## config.mk

```make
export PLATFORM = sky130hd
export DESIGN_NAME = l1_l2_vector_distance_top
export DESIGN_NICKNAME = d
export VERILOG_FILES = /design/src/sv/lvd_pkg.sv /design/src/sv/l1_l2_vector_distance_top.sv /design/src/sv/lvd_ctrl.sv /design/src/sv/lvd_datapath.sv
export SDC_FILE = /design/constraint.sdc
export NUM_CORES = 1
export LEC_CHECK = 0
export BUFFER_PORTS_ARGS = -buffer_cell sky130_fd_sc_hd__buf_2
export CORE_UTILIZATION = 29
export CTS_CLUSTER_DIAMETER = 100
export DETAILED_ROUTE_END_ITERATION = 10
export GPL_TIMING_DRIVEN = 0
export MAX_ROUTING_LAYER = met4
export PLACE_DENSITY_LB_ADDON = 0.25
export SLEW_MARGIN = 20
export SYNTH_ARGS = -nofsm -noshare
export SYNTH_HDL_FRONTEND = slang
export SYNTH_SLANG_ARGS = --single-unit
export TNS_END_PERCENT = 50
```

## constraint.sdc

```tcl
create_clock -name aclk -period 15.55 [get_ports aclk]
set_input_delay 2.3325 -clock aclk [delete_from_list [all_inputs] [get_ports aclk]]
set_output_delay 2.3325 -clock aclk [all_outputs]
set_load 0.02 [all_outputs]
```

## src/sv/lvd_pkg.sv

```systemverilog
package lvd_pkg;

    // element and arithmetic widths
    localparam int ELEM_W = 16;
    localparam int DIFF_W = ELEM_W + 1;
    localparam int MAG_W  = ELEM_W;
    localparam int TERM_W = 2 * MAG_W;
    localparam int ACC_W  = 45;
    localparam int DIST_W = 28;

    // square root unit: two radicand bits per step
    localparam int RAD_W  = ACC_W + 1;
    localparam int ROOT_W = RAD_W / 2;
    localparam int REM_W  = ROOT_W + 3;
    localparam int ITER_W = $clog2(ROOT_W);

    localparam logic [ACC_W-1:0]  ACC_MAX  = {ACC_W{1'b1}};
    localparam logic [DIST_W-1:0] DIST_MAX = {DIST_W{1'b1}};

    // controller states
    typedef enum logic [5:0] {
        ST_IDLE = 6'b000001,
        ST_MUL  = 6'b000010,
        ST_ACC  = 6'b000100,
        ST_FIN  = 6'b001000,
        ST_SQRT = 6'b010000,
        ST_OUT  = 6'b100000
    } lvd_state_t;

    // controller to datapath
    typedef struct packed {
        logic load_item;
        logic do_mul;
        logic do_acc;
        logic sqrt_start;
        logic sqrt_step;
        logic out_load;
    } lvd_cmd_t;

    // datapath to controller
    typedef struct packed {
        logic item_last;
        logic item_l1;
        logic sqrt_last;
        logic out_free;
    } lvd_status_t;

endpackage

```

## src/sv/l1_l2_vector_distance_top.sv

```systemverilog
// element pairs: a new request is taken only back in idle, after the difference, multiply and accumulate steps
// last pair, L1 mode: the FIN and OUT states load the clipped sum into the output register once it is free
// last pair, L2 mode: the result passes the FIN, SQRT and OUT states, the square root retiring 2 bits per cycle
// a finished result waits in the output register while the next vector is taken
// aresetn is synchronous, active low: clears mode (Euclidean), sum, overflow flag, output valid
module l1_l2_vector_distance_top (
    input  logic                              aclk,
    input  logic                              aresetn,
    input  logic                              cfg_valid,
    output logic                              cfg_ready,
    input  logic                              cfg_data,
    input  logic                              s_valid,
    output logic                              s_ready,
    input  logic signed [lvd_pkg::ELEM_W-1:0] s_value_a,
    input  logic signed [lvd_pkg::ELEM_W-1:0] s_value_b,
    input  logic                              s_last_element,
    output logic                              m_valid,
    input  logic                              m_ready,
    output logic [lvd_pkg::DIST_W-1:0]        m_distance,
    output logic                              m_saturated
);

    lvd_pkg::lvd_cmd_t    cmd;
    lvd_pkg::lvd_status_t status;

    // mode register always takes the write
    assign cfg_ready = 1'b1;

    lvd_ctrl u_ctrl (
        .aclk    (aclk),
        .aresetn (aresetn),
        .s_valid (s_valid),
        .s_ready (s_ready),
        .status  (status),
        .cmd     (cmd)
    );

    lvd_datapath u_datapath (
        .aclk           (aclk),
        .aresetn        (aresetn),
        .cfg_valid      (cfg_valid),
        .cfg_data       (cfg_data),
        .s_value_a      (s_value_a),
        .s_value_b      (s_value_b),
        .s_last_element (s_last_element),
        .m_valid        (m_valid),
        .m_ready        (m_ready),
        .m_distance     (m_distance),
        .m_saturated    (m_saturated),
        .cmd            (cmd),
        .status         (status)
    );

endmodule

```

## src/sv/lvd_ctrl.sv

```systemverilog
module lvd_ctrl (
    input  logic                 aclk,
    input  logic                 aresetn,
    input  logic                 s_valid,
    output logic                 s_ready,
    input  lvd_pkg::lvd_status_t status,
    output lvd_pkg::lvd_cmd_t    cmd
);

    lvd_pkg::lvd_state_t state_reg, state_next;

    // state register
    always_ff @(posedge aclk) begin
        if (!aresetn) begin
            state_reg <= lvd_pkg::ST_IDLE;
        end else begin
            state_reg <= state_next;
        end
    end

    assign s_ready = (state_reg == lvd_pkg::ST_IDLE);

    // next state and commands
    always_comb begin
        state_next = state_reg;
        cmd        = '0;
        unique case (state_reg)
            lvd_pkg::ST_IDLE: begin
                if (s_valid) begin
                    cmd.load_item = 1'b1;
                    state_next    = lvd_pkg::ST_MUL;
                end
            end
            lvd_pkg::ST_MUL: begin
                cmd.do_mul = 1'b1;
                state_next = lvd_pkg::ST_ACC;
            end
            lvd_pkg::ST_ACC: begin
                cmd.do_acc = 1'b1;
                state_next = status.item_last ? lvd_pkg::ST_FIN : lvd_pkg::ST_IDLE;
            end
            lvd_pkg::ST_FIN: begin
                if (status.item_l1) begin
                    state_next = lvd_pkg::ST_OUT;
                end else begin
                    cmd.sqrt_start = 1'b1;
                    state_next     = lvd_pkg::ST_SQRT;
                end
            end
            lvd_pkg::ST_SQRT: begin
                cmd.sqrt_step = 1'b1;
                if (status.sqrt_last) begin
                    state_next = lvd_pkg::ST_OUT;
                end
            end
            lvd_pkg::ST_OUT: begin
                if (status.out_free) begin
                    cmd.out_load = 1'b1;
                    state_next   = lvd_pkg::ST_IDLE;
                end
            end
            default: begin
                state_next = lvd_pkg::ST_IDLE;
            end
        endcase
    end

endmodule

```

## src/sv/lvd_datapath.sv

```systemverilog
module lvd_datapath (
    input  logic                              aclk,
    input  logic                              aresetn,
    input  logic                              cfg_valid,
    input  logic                              cfg_data,
    input  logic signed [lvd_pkg::ELEM_W-1:0] s_value_a,
    input  logic signed [lvd_pkg::ELEM_W-1:0] s_value_b,
    input  logic                              s_last_element,
    output logic                              m_valid,
    input  logic                              m_ready,
    output logic [lvd_pkg::DIST_W-1:0]        m_distance,
    output logic                              m_saturated,
    input  lvd_pkg::lvd_cmd_t                 cmd,
    output lvd_pkg::lvd_status_t              status
);

    logic                        use_l1_reg;
    logic [lvd_pkg::MAG_W-1:0]   mag_reg;
    logic                        item_l1_reg;
    logic                        item_last_reg;
    logic [lvd_pkg::TERM_W-1:0]  term_reg;
    logic [lvd_pkg::ACC_W-1:0]   sum_reg;
    logic                        ovf_reg;
    logic [lvd_pkg::RAD_W-1:0]   rad_reg;
    logic [lvd_pkg::REM_W-1:0]   rem_reg;
    logic [lvd_pkg::ROOT_W-1:0]  root_reg;
    logic [lvd_pkg::ITER_W-1:0]  iter_reg;
    logic                        m_valid_reg;
    logic [lvd_pkg::DIST_W-1:0]  dist_reg;
    logic                        sat_reg;

    logic [lvd_pkg::DIFF_W-1:0]  diff;
    logic [lvd_pkg::DIFF_W-1:0]  neg_diff;
    logic [lvd_pkg::MAG_W-1:0]   mag_next;
    logic [lvd_pkg::TERM_W-1:0]  term_next;
    logic [lvd_pkg::ACC_W:0]     sum_wide;
    logic [lvd_pkg::REM_W-1:0]   rem_shift;
    logic [lvd_pkg::REM_W-1:0]   trial;
    logic                        trial_ok;
    logic                        l1_clip;
    logic [lvd_pkg::DIST_W-1:0]  dist_next;
    logic                        sat_next;

    // difference magnitude of the two elements
    assign diff     = {s_value_a[lvd_pkg::ELEM_W-1], s_value_a}
                    - {s_value_b[lvd_pkg::ELEM_W-1], s_value_b};
    assign neg_diff = ~diff + 1'b1;
    assign mag_next = diff[lvd_pkg::DIFF_W-1] ? neg_diff[lvd_pkg::MAG_W-1:0]
                                              : diff[lvd_pkg::MAG_W-1:0];

    // absolute or squared term
    assign term_next = item_l1_reg ? lvd_pkg::TERM_W'(mag_reg)
                                   : lvd_pkg::TERM_W'(mag_reg) * lvd_pkg::TERM_W'(mag_reg);

    // saturating accumulate
    assign sum_wide = {1'b0, sum_reg} + (lvd_pkg::ACC_W + 1)'(term_reg);

    // one restoring square root step
    assign rem_shift = {rem_reg[lvd_pkg::REM_W-3:0], rad_reg[lvd_pkg::RAD_W-1 -: 2]};
    assign trial     = {1'b0, root_reg, 2'b01};
    assign trial_ok  = (rem_shift >= trial);

    // result formatting
    assign l1_clip   = (sum_reg[lvd_pkg::ACC_W-1:lvd_pkg::DIST_W] != '0);
    assign dist_next = item_l1_reg ? (l1_clip ? lvd_pkg::DIST_MAX
                                              : sum_reg[lvd_pkg::DIST_W-1:0])
                                   : lvd_pkg::DIST_W'(root_reg);
    assign sat_next  = ovf_reg | (item_l1_reg & l1_clip);

    // mode register
    always_ff @(posedge aclk) begin
        if (!aresetn) begin
            use_l1_reg <= 1'b0;
        end else if (cfg_valid) begin
            use_l1_reg <= cfg_data;
        end
    end

    // item and term registers
    always_ff @(posedge aclk) begin
        if (cmd.load_item) begin
            mag_reg       <= mag_next;
            item_l1_reg   <= use_l1_reg;
            item_last_reg <= s_last_element;
        end
        if (cmd.do_mul) begin
            term_reg <= term_next;
        end
    end

    // accumulator and overflow flag
    always_ff @(posedge aclk) begin
        if (!aresetn) begin
            sum_reg <= '0;
            ovf_reg <= 1'b0;
        end else if (cmd.out_load) begin
            sum_reg <= '0;
            ovf_reg <= 1'b0;
        end else if (cmd.do_acc) begin
            if (sum_wide[lvd_pkg::ACC_W]) begin
                sum_reg <= lvd_pkg::ACC_MAX;
                ovf_reg <= 1'b1;
            end else begin
                sum_reg <= sum_wide[lvd_pkg::ACC_W-1:0];
            end
        end
    end

    // square root iteration
    always_ff @(posedge aclk) begin
        if (cmd.sqrt_start) begin
            rad_reg  <= lvd_pkg::RAD_W'(sum_reg);
            rem_reg  <= '0;
            root_reg <= '0;
            iter_reg <= '0;
        end else if (cmd.sqrt_step) begin
            rad_reg  <= rad_reg << 2;
            rem_reg  <= trial_ok ? (rem_shift - trial) : rem_shift;
            root_reg <= {root_reg[lvd_pkg::ROOT_W-2:0], trial_ok};
            iter_reg <= iter_reg + 1'b1;
        end
    end

    // output register
    always_ff @(posedge aclk) begin
        if (!aresetn) begin
            m_valid_reg <= 1'b0;
        end else if (cmd.out_load) begin
            m_valid_reg <= 1'b1;
        end else if (m_ready) begin
            m_valid_reg <= 1'b0;
        end
    end

    always_ff @(posedge aclk) begin
        if (cmd.out_load) begin
            dist_reg <= dist_next;
            sat_reg  <= sat_next;
        end
    end

    assign m_valid     = m_valid_reg;
    assign m_distance  = dist_reg;
    assign m_saturated = sat_reg;

    // status back to the controller
    assign status.item_last = item_last_reg;
    assign status.item_l1   = item_l1_reg;
    assign status.sqrt_last = (iter_reg == lvd_pkg::ITER_W'(lvd_pkg::ROOT_W - 1));
    assign status.out_free  = ~m_valid_reg | m_ready;

endmodule

```

==> flow_summary.ini, run 1 <==
[status]
status = finished clean

[setup_path]
cp_top_family = adder cells
crit_chain = clkbuf_1, clkbuf_1, nand2_1, fa_1, inv_1, fa_1, fa_1, fa_1, fa_1, inv_1, fa_1, inv_1, ha_1, and4_1, nand3_1, a211oi_1, nor3_1, o31ai_1, a21oi_1, xor2_1, nor2_1
critical_path_class = reg -> reg
rr_worst_depth = 21
critPathCaptureType = register
r2r-start = u_datapath.mag_reg[4]
critPathSlowestCell = fa_1
critPathMaxStageDelay_ns = 0.64
crit_buf_inv = 5
reg2reg_slack_ns = 7.70
cp_common_cell = fa_1
cp_max_fo = 10
worstReg2RegEnd = u_datapath.term_reg[26]
cp-start-kind = register
crit_arrival_ns = 8.15
cp_data_required_time_ns = 15.85

[floorplanning]
io_pins = 71
start_util_pct = 29.5
dieArea_um2 = 71500
num_rows = 96
coreArea_um2 = 69200
die-width_um = 267
die_height_um = 267

[clocking]
cts_setup_buffers = 0
cts_tree = built
postCtsHoldBufs = 0
h-tree-depth = 1
root_buffer = clkbuf_16
clkLatencyLatePin_ns = 0.57
clock-sinks = 231
clock_path_buffers = 3
cts-buffers-inserted = 29
post_cts_resize_count = 0
path_clk_slew_ns = 0.06

[worst_hold_path]
hold_path_class = reg -> reg
min_delay_path_depth = 0
worstHoldStart = u_datapath.use_l1_reg
holdPathEnd = u_datapath.item_l1_reg

[timing]
setup-violations-final = 0
tightest_slew_ns = 0.957
slew_headroom_pct = 35.7
final_max_slew_viol_count = 0
hold_viol_final = 0
rsz0062_at_grt = false
worst_clock_skew_ns = 0.0131
fin_crit_ns = 7.85
post-route-period-util_pct = 50.5
max_freq_mhz = 127
setup_tns_ns = 0

[routing]
top_layer = met4
drt-wirelength-per-cell_um = 15.9
drt-met1-wl_um = 24300
finalWirelength_um = 53300
wl_met2_um = 25500
vias = 16000
vias_per_cell = 4.77
wl_met3_um = 2090
drt_iter0_drc = 729
ant_nets = 0
drt-pass1-iter-count = 5
drc = 0

[grt]
grt_max_degree = 34
grt_first_pass_wirelength_um = 86000
grt_use_total_pct = 15.5
antenna_found_initial = 0
grt_pass1_vias = 16300
overflow = 0

[layout]
area_growth_pct = 12.9
fin_nets = 2784
largest_reg_flops = 46
final_core_utilization_pct = 33.3
final_cells = 3357
drive_gt1_share_pct = 6.72

[synth]
synth_edf_count = 124
synth_ff_type = edfxtp_1
synth_seq_cells = 231
synth_common_cells = 327 x nand2_1, 323 x inv_1, 177 x ha_1
async_reset_ff_share_pct = 0
synth_area_leaders = edfxtp_1 18%, fa_1 16%, ha_1 11%
synth_area_per_cell_um2 = 8.90
yosys.area.top_type = edfxtp_1
synth_seq_area_share_pct = 28.7
synth_top_area_share_pct = 18.2
ys_warn_count = 0
synth.distinct_cells = 72
synth_cells = 2296
synth_nets = 2678
syn_area_um2 = 20400
synth_most_common_cell = nand2_1

[place]
dp_hpwl_um = 43000
post-place-cells = 3302
port_buffers = 69
gp_congestion = 0.906

[job]
cap_viol_max_count = 0
[placed cells by master, fill, tap and decap left out, drive strengths merged, types with 16 or more instances in the layout]
master and count:
a21o 42, and3 16, buf 85, and2 54
clkbuf 118, edfxtp 124, dfxtp 107, xor2 40
nor2 157, a211oi 22, o21a 19, nand2 327
inv 326, a311oi 22, mux2i 23, nand3 54
o21ai 96, nor3 26, ha 177, a21oi 109
o211ai 26, fa 166, xnor2 80, nor2b 23
[cell families (layout without fill, tap and decap cells)]
family	count (synthesis)	count (layout)	synth area share, %
mux	27	27	1.35
flops	231	231	28.7
compound gates	425	425	13.5
other cells	1	2	0.0184
buf+inv	413	542	7.63
fa+ha+maj	343	343	27.1
xor+xnor	120	120	5.14
simple gates	736	736	16.5
[worst register-to-register path: stages, from the launching register on]
cell and delay [ns]:
edfxtp_1 0.46, clkbuf_1 0.60, clkbuf_1 0.53, nand2_1 0.17
fa_1 0.64, inv_1 0.07, fa_1 0.47, fa_1 0.52
fa_1 0.53, fa_1 0.54, inv_1 0.05, fa_1 0.53
inv_1 0.04, ha_1 0.38, and4_1 0.27, nand3_1 0.11
a211oi_1 0.47, nor3_1 0.23, o31ai_1 0.60, a21oi_1 0.17
xor2_1 0.16, nor2_1 0.05
[layer usage]
| metal | GRT usage [%] | up-vias |
|---|---|---|
| met5 | - | - |
| met4 | 4.29 | 0 |
| met3 | 1.45 | 88 |
| met2 | 26.3 | 330 |
| met1 | 19.6 | 7701 |
| li1 | - | 7902 |
[worst max-delay path by stage]
stage | startpoint | depth (start not counted) | endpoint | slack (ns)
after global placement | u_datapath.mag_reg[4] | 21 | u_datapath.term_reg[30] | 7.71
after CTS | u_datapath.mag_reg[4] | 21 | u_datapath.term_reg[30] | 7.78
after detailed placement | u_datapath.mag_reg[4] | 21 | u_datapath.term_reg[30] | 7.78
after global routing | u_datapath.mag_reg[4] | 21 | u_datapath.term_reg[30] | 7.35
final | u_datapath.mag_reg[4] | 21 | u_datapath.term_reg[26] | 7.70
after floorplan | u_datapath.mag_reg[4] | 23 | u_datapath.term_reg[31] | 9.01
[cell type report]
cell class,count,area [um^2]
clock inverter,16,173
tap,931,1160
timing repair buffer,75,419
antenna,1,2.50
inverter,323,1210
buffer,90,347
clock buffer,38,852
sequential,231,5870
fill,7290,46100
multi-input combinational,1652,13000
[metrics by stage]
| step | setup WS [ns] | hold slack (ns) | area (um^2) |
|---|---|---|---|
| after floorplan | 9.01 | 0.408 | 20400 |
| after global placement | 7.71 | 0.442 | 21900 |
| after detailed placement | 7.78 | 0.452 | 22000 |
| after CTS | 7.78 | 0.460 | 23100 |
| after global routing | 7.35 | 0.479 | 23100 |
| final | 7.70 | 0.451 | 23100 |
Power of run 1 is left out: the tool's default activity adds up to more than one toggle a clock period on the data nets, which glitch-free logic cannot reach.
==> inputs of run 2 (changes only) <==
==> constraint.sdc (replaced) <==
create_clock -name aclk -period 7.88 [get_ports aclk]
set_input_delay 1.182 -clock aclk [delete_from_list [all_inputs] [get_ports aclk]]
set_output_delay 1.182 -clock aclk [all_outputs]
set_load 0.02 [all_outputs]
==> run 2 against run 1 <==
Against the previous run: worst hold slack barely moved; non-clock buffer count is the same; worst setup slack worse by 7.3 ns; sequential share of layout area barely moved; die area is the same; clock skew is 0.00080 ns higher; first-iteration DRC count up 5.8%; routed wire length decreased by 0.12%; sequential cell count is the same; global-route usage stayed put; critical endpoint is now u_datapath.term_reg[31].
==> flow_summary.ini, run 2 (synthesis gave the netlist of run 1 again) <==
[setup_path]
cp_data_required_time_ns = 8.19
rr_worst_depth = 23
crit_arrival_ns = 7.78
reg2reg_slack_ns = 0.41
r2r-start = u_datapath.mag_reg[4]
cp_max_fo = 10
worstSetupStartpoint = u_datapath.mag_reg[4]
cp-start-kind = register
critPathCaptureType = register
crit_path_end = u_datapath.term_reg[31]
critical_path_class = reg -> reg
worstReg2RegEnd = u_datapath.term_reg[31]

[floorplanning]
io_pins = 71
coreArea_um2 = 69200
die_height_um = 267
num_rows = 96
die-width_um = 267
start_util_pct = 29.5
dieArea_um2 = 71500

[layout]
final_cell_mix = 327 x nand2_1, 322 x inv_1, 177 x ha_1
drive_gt1_share_pct = 6.93
largest_reg_flops = 46
final_common_cell = nand2_1
fin_nets = 2784
n_antenna_cell = 0
area_growth_pct = 13.0

[routing]
ant_nets = 0
drt-pass1-iter-count = 5
vias = 16000
finalWirelength_um = 53300
vias_per_cell = 4.78
drc = 0
drt-wirelength-per-cell_um = 15.9
drt_iter0_drc = 771

[timing]
slew_headroom_pct = 35.3
post-route-period-util_pct = 94.8
tightest_slew_ns = 0.971
setup-violations-final = 0
setup_tns_ns = 0
worst_clock_skew_ns = 0.0138
max_freq_mhz = 134
final_max_slew_viol_count = 0
hold_viol_final = 0
rsz0062_at_grt = false
fin_crit_ns = 7.47

[grt]
grt_first_pass_wirelength_um = 86000
grt_use_total_pct = 15.5
overflow = 0
antenna_found_initial = 0
grt_pass1_vias = 16300
grt_max_degree = 34

[clocking]
cts_tree = built
cts_setup_buffers = 0
h-tree-depth = 1
post_cts_resize_count = 0
cts-buffers-inserted = 29
root_buffer = clkbuf_16
clock_path_buffers = 3
postCtsHoldBufs = 0
clock-sinks = 231
path_clk_slew_ns = 0.06
clkLatencyLatePin_ns = 0.57

[status]
status = finished clean

[place]
port_buffers = 69
gp_congestion = 0.906
dp_hpwl_um = 43000

[worst_hold_path]
hold_path_class = reg -> reg

[job]
cap_viol_max_count = 0
-- run 2: changes by cell type in the layout (fill, tap and decap cells not counted), sizes merged --
cell and delta:
diode -1
-- run 2: worst min path at each step --
stage	from	endpoint	slack [ns]	cells after the start
6_report	u_datapath.use_l1_reg	u_datapath.item_l1_reg	0.45	0
5_1_grt	u_datapath.ovf_reg	u_datapath.ovf_reg	0.48	2
3_3_place_gp	u_datapath.ovf_reg	u_datapath.ovf_reg	0.44	2
3_5_place_dp	u_datapath.root_reg[0]	u_datapath.root_reg[0]	0.45	2
2_1_floorplan	u_datapath.use_l1_reg	u_datapath.item_l1_reg	0.41	0
4_1_cts	u_datapath.root_reg[0]	u_datapath.root_reg[0]	0.46	2
-- run 2: cell type report --
cell class	instances	area, um^2
repair buffers	75	419
fillers	7292	46100
clock buffers	38	852
plain buffers	90	352
clock inverters	16	173
inverters	323	1210
flip-flops and latches	231	5870
well taps	931	1160
multi-input cells	1652	13000
-- run 2: per-stage QoR --
stage	area, um^2	setup WS [ns]	std cells	hold slack [ns]	utilization, %
4_1_cts	23100	0.109	3356	0.460	33.3
3_3_place_gp	21900	0.0433	3296	0.442	31.7
5_1_grt	23100	0.00305	3356	0.479	33.4
3_5_place_dp	22000	0.110	3302	0.452	31.9
6_report	23100	0.409	3356	0.451	33.4
2_1_floorplan	20400	1.34	2296	0.408	-
-- run 2: critical path, stage by stage, from the launching register on --
cell       delay, ns
edfxtp_1        0.45
clkbuf_2        0.35
clkbuf_1        0.50
nand2_1         0.16
fa_1            0.64
inv_1           0.07
fa_1            0.47
fa_1            0.52
fa_1            0.53
fa_1            0.54
inv_1           0.05
fa_1            0.53
inv_1           0.04
ha_1            0.37
a21o_1          0.18
a21o_1          0.18
a211o_1         0.29
a31oi_1         0.21
o32ai_1         0.16
o221ai_1        0.36
o2111ai_1       0.18
a21oi_1         0.20
xnor2_1         0.15
nor2_1          0.06
-- run 2: routing by layer --
metal	wire length, um	up-vias	global-route usage [%]
met2	25500	340	26.3
met4	1460	0	4.29
met3	2240	88	1.45
met1	24100	7696	19.6
li1	-	7902	-
met5	0	-	-
Power of run 2 is left out for the same reason.
==> inputs of run 3 (changes only) <==
--- a/config.mk
+++ b/config.mk
@@ -12,8 +12,10 @@
 export GPL_TIMING_DRIVEN = 0
 export MAX_ROUTING_LAYER = met4
 export PLACE_DENSITY_LB_ADDON = 0.25
+export REMOVE_ABC_BUFFERS = 1
 export SLEW_MARGIN = 20
 export SYNTH_ARGS = -nofsm -noshare
 export SYNTH_HDL_FRONTEND = slang
+export SYNTH_HIERARCHICAL = 1
 export SYNTH_SLANG_ARGS = --single-unit
 export TNS_END_PERCENT = 50
==> run 3 against run 2 <==
Against the previous run: critical path depth unchanged; first-iteration DRC count down 34%; synthesized cell count down 3.9%; final area down 0.50%; global-route usage down 2.0 points; sequential share of layout area up 0.13 points; critical path type unchanged; critical endpoint is now u_datapath/term_reg[31]; final cell count down 4.8%; count of clock-buffer cells in the layout up 7; sequential cell count unchanged; worst setup slack better by 0.41 ns; via count down 6.5%; worst hold slack worse by 0.011 ns.
==> flow_summary.ini, run 3 <==
[status]
status = finished clean

[setup_path]
critPathSlowestCell = edfxtp_1
reg2reg_slack_ns = 0.82
critPathCaptureType = register
crit_arrival_ns = 7.49
cp-start-kind = register
r2r-start = u_datapath/mag_reg[5]
critical_path_class = reg -> reg
cp_top_family = adder cells
crit_buf_inv = 6
cp_data_required_time_ns = 8.31
crit_chain = and2_1, inv_1, fa_1, inv_1, fa_1, inv_1, fa_1, inv_1, fa_1, fa_1, inv_1, fa_1, inv_1, ha_1, a211oi_1, nand2_1, a311oi_1, o21a_1, o21ai_0, a21oi_1, o21ai_0, or4_1, nand4_1
worstReg2RegEnd = u_datapath/term_reg[31]
rr_worst_depth = 23
cp_max_fo = 18
critPathMaxStageDelay_ns = 0.94

[layout]
drive_gt1_share_pct = 9.04
fin_nets = 2617
area_growth_pct = 11.4
largest_reg_flops = 46
final_common_cell = inv_1
n_antenna_cell = 0
multi_input_area_um2 = 13200
final_cell_mix = 332 x inv_1, 179 x ha_1, 172 x nand2_1
final_cells = 3196
regArea_um2 = 5870
fillerInstances = 7291

[synth]
synth_cells = 2206
async_reset_ff_share_pct = 0
synth.distinct_cells = 81
yosys.area.top_type = edfxtp_1
syn_area_um2 = 20600
synth_edf_count = 124
synth_most_common_cell = inv_1
synth_seq_cells = 231
synth_common_cells = 333 x inv_1, 179 x ha_1, 172 x nand2_1
ys_warn_count = 6
synth_top_area_share_pct = 18.1
synth_ff_type = edfxtp_1
synth_seq_area_share_pct = 28.4
synth_area_per_cell_um2 = 9.35
synth_area_leaders = edfxtp_1 18%, fa_1 16%, ha_1 11%

[floorplanning]
num_rows = 97
coreArea_um2 = 70100
dieArea_um2 = 72200
start_util_pct = 29.4
die-width_um = 269
io_pins = 71
die_height_um = 269

[routing]
drt-pass1-iter-count = 5
ant_nets = 0
drc = 0
drt_iter0_drc = 510
drt-wirelength-per-cell_um = 14.5
vias = 15000
finalWirelength_um = 46200
vias_per_cell = 4.69

[place]
port_buffers = 69
post-place-cells = 3142
gp_congestion = 0.907
dp_hpwl_um = 36100

[timing]
slew_headroom_pct = 36.6
worst_clock_skew_ns = 0.0180
post-route-period-util_pct = 89.5
hold_viol_final = 0
rsz0062_at_grt = false
final_max_slew_viol_count = 0
setup_tns_ns = 0
fin_crit_ns = 7.06
setup-violations-final = 0
max_freq_mhz = 142
tightest_slew_ns = 0.951

[clocking]
cts_setup_buffers = 0
clkLatencyLatePin_ns = 0.57
clock-sinks = 231
post_cts_resize_count = 0
h-tree-depth = 1
clock_path_buffers = 3
cts_tree = built
path_clk_slew_ns = 0.05
cts-buffers-inserted = 29
root_buffer = clkbuf_16
postCtsHoldBufs = 0

[grt]
antenna_found_initial = 0
grt_pass1_vias = 15600
grt_max_degree = 64
overflow = 0
grt_first_pass_wirelength_um = 78200
grt_use_total_pct = 13.5

[worst_hold_path]
holdPathEnd = u_datapath/item_l1_reg
hold_path_class = reg -> reg
min_delay_path_depth = 0
worstHoldStart = u_datapath/use_l1_reg

[job]
cap_viol_max_count = 0
run 3: worst max-delay path by stage:
stage          slack (ns)  cells past startpoint                   start                 endpoint
5_1_grt              0.39                     23   u_datapath/mag_reg[5]  u_datapath/term_reg[31]
2_1_floorplan        1.59                     23   u_datapath/mag_reg[1]  u_datapath/term_reg[30]
4_1_cts              0.79                     22  u_datapath/mag_reg[12]  u_datapath/term_reg[31]
3_3_place_gp         0.76                     23   u_datapath/mag_reg[1]  u_datapath/term_reg[30]
6_report             0.82                     23   u_datapath/mag_reg[5]  u_datapath/term_reg[31]
3_5_place_dp         0.81                     22  u_datapath/mag_reg[12]  u_datapath/term_reg[31]
run 3: per-stage QoR:
| stage | instance area, um^2 | util (%) | hold slack (ns) | setup slack, ns |
|---|---|---|---|---|
| floorplan | 20300 | - | 0.408 | 1.59 |
| global placement | 21800 | 31.1 | 0.426 | 0.760 |
| detailed placement | 22000 | 31.4 | 0.428 | 0.812 |
| CTS | 23000 | 32.7 | 0.440 | 0.793 |
| global route | 23000 | 32.7 | 0.460 | 0.385 |
| finish | 23000 | 32.7 | 0.440 | 0.824 |
run 3: worst reg2reg max path: cells and delay by family (launching register included):
kind / cells / cell delay, ns
flip-flops: 1 / 0.94
buffers and inverters: 6 / 0.33
AND/OR/NAND/NOR: 4 / 0.91
AO/OA/AOI/OAI: 6 / 1.30
adder cells (fa/ha/maj): 7 / 3.42
run 3: kinds of logic (layout without fill, tap and decap cells):
group	Yosys count	count (layout)	synth area share [%]
multiplexers	95	95	4.91
XOR/XNOR	116	116	4.93
other	1	1	0.0182
AND/OR/NAND/NOR	540	540	12.6
adder cells (fa/ha/maj)	345	345	27.0
AO/OA/AOI/OAI	457	457	14.3
buffers and inverters	421	471	7.77
flip-flops	231	231	28.4
run 3: area by class of cell:
class / instances / share of cell area [%]
Inverter: 333 / 5.45
Sequential cell: 231 / 25.5
Tap cell: 940 / 5.12
Clock buffer: 45 / 3.60
Timing Repair Buffer: 84 / 2.40
Multi-Input combinational cell: 1554 / 57.5
Clock inverter: 9 / 0.420
run 3: per-layer routing:
metal | part of all wire (%) | global-route usage (%)
met1 | 48 | 17.5
met2 | 47 | 22.7
met3 | 2.8 | 1.21
met4 | 2.2 | 3.06
met5 | 0 | -
Power of run 3 is left out for the same reason.
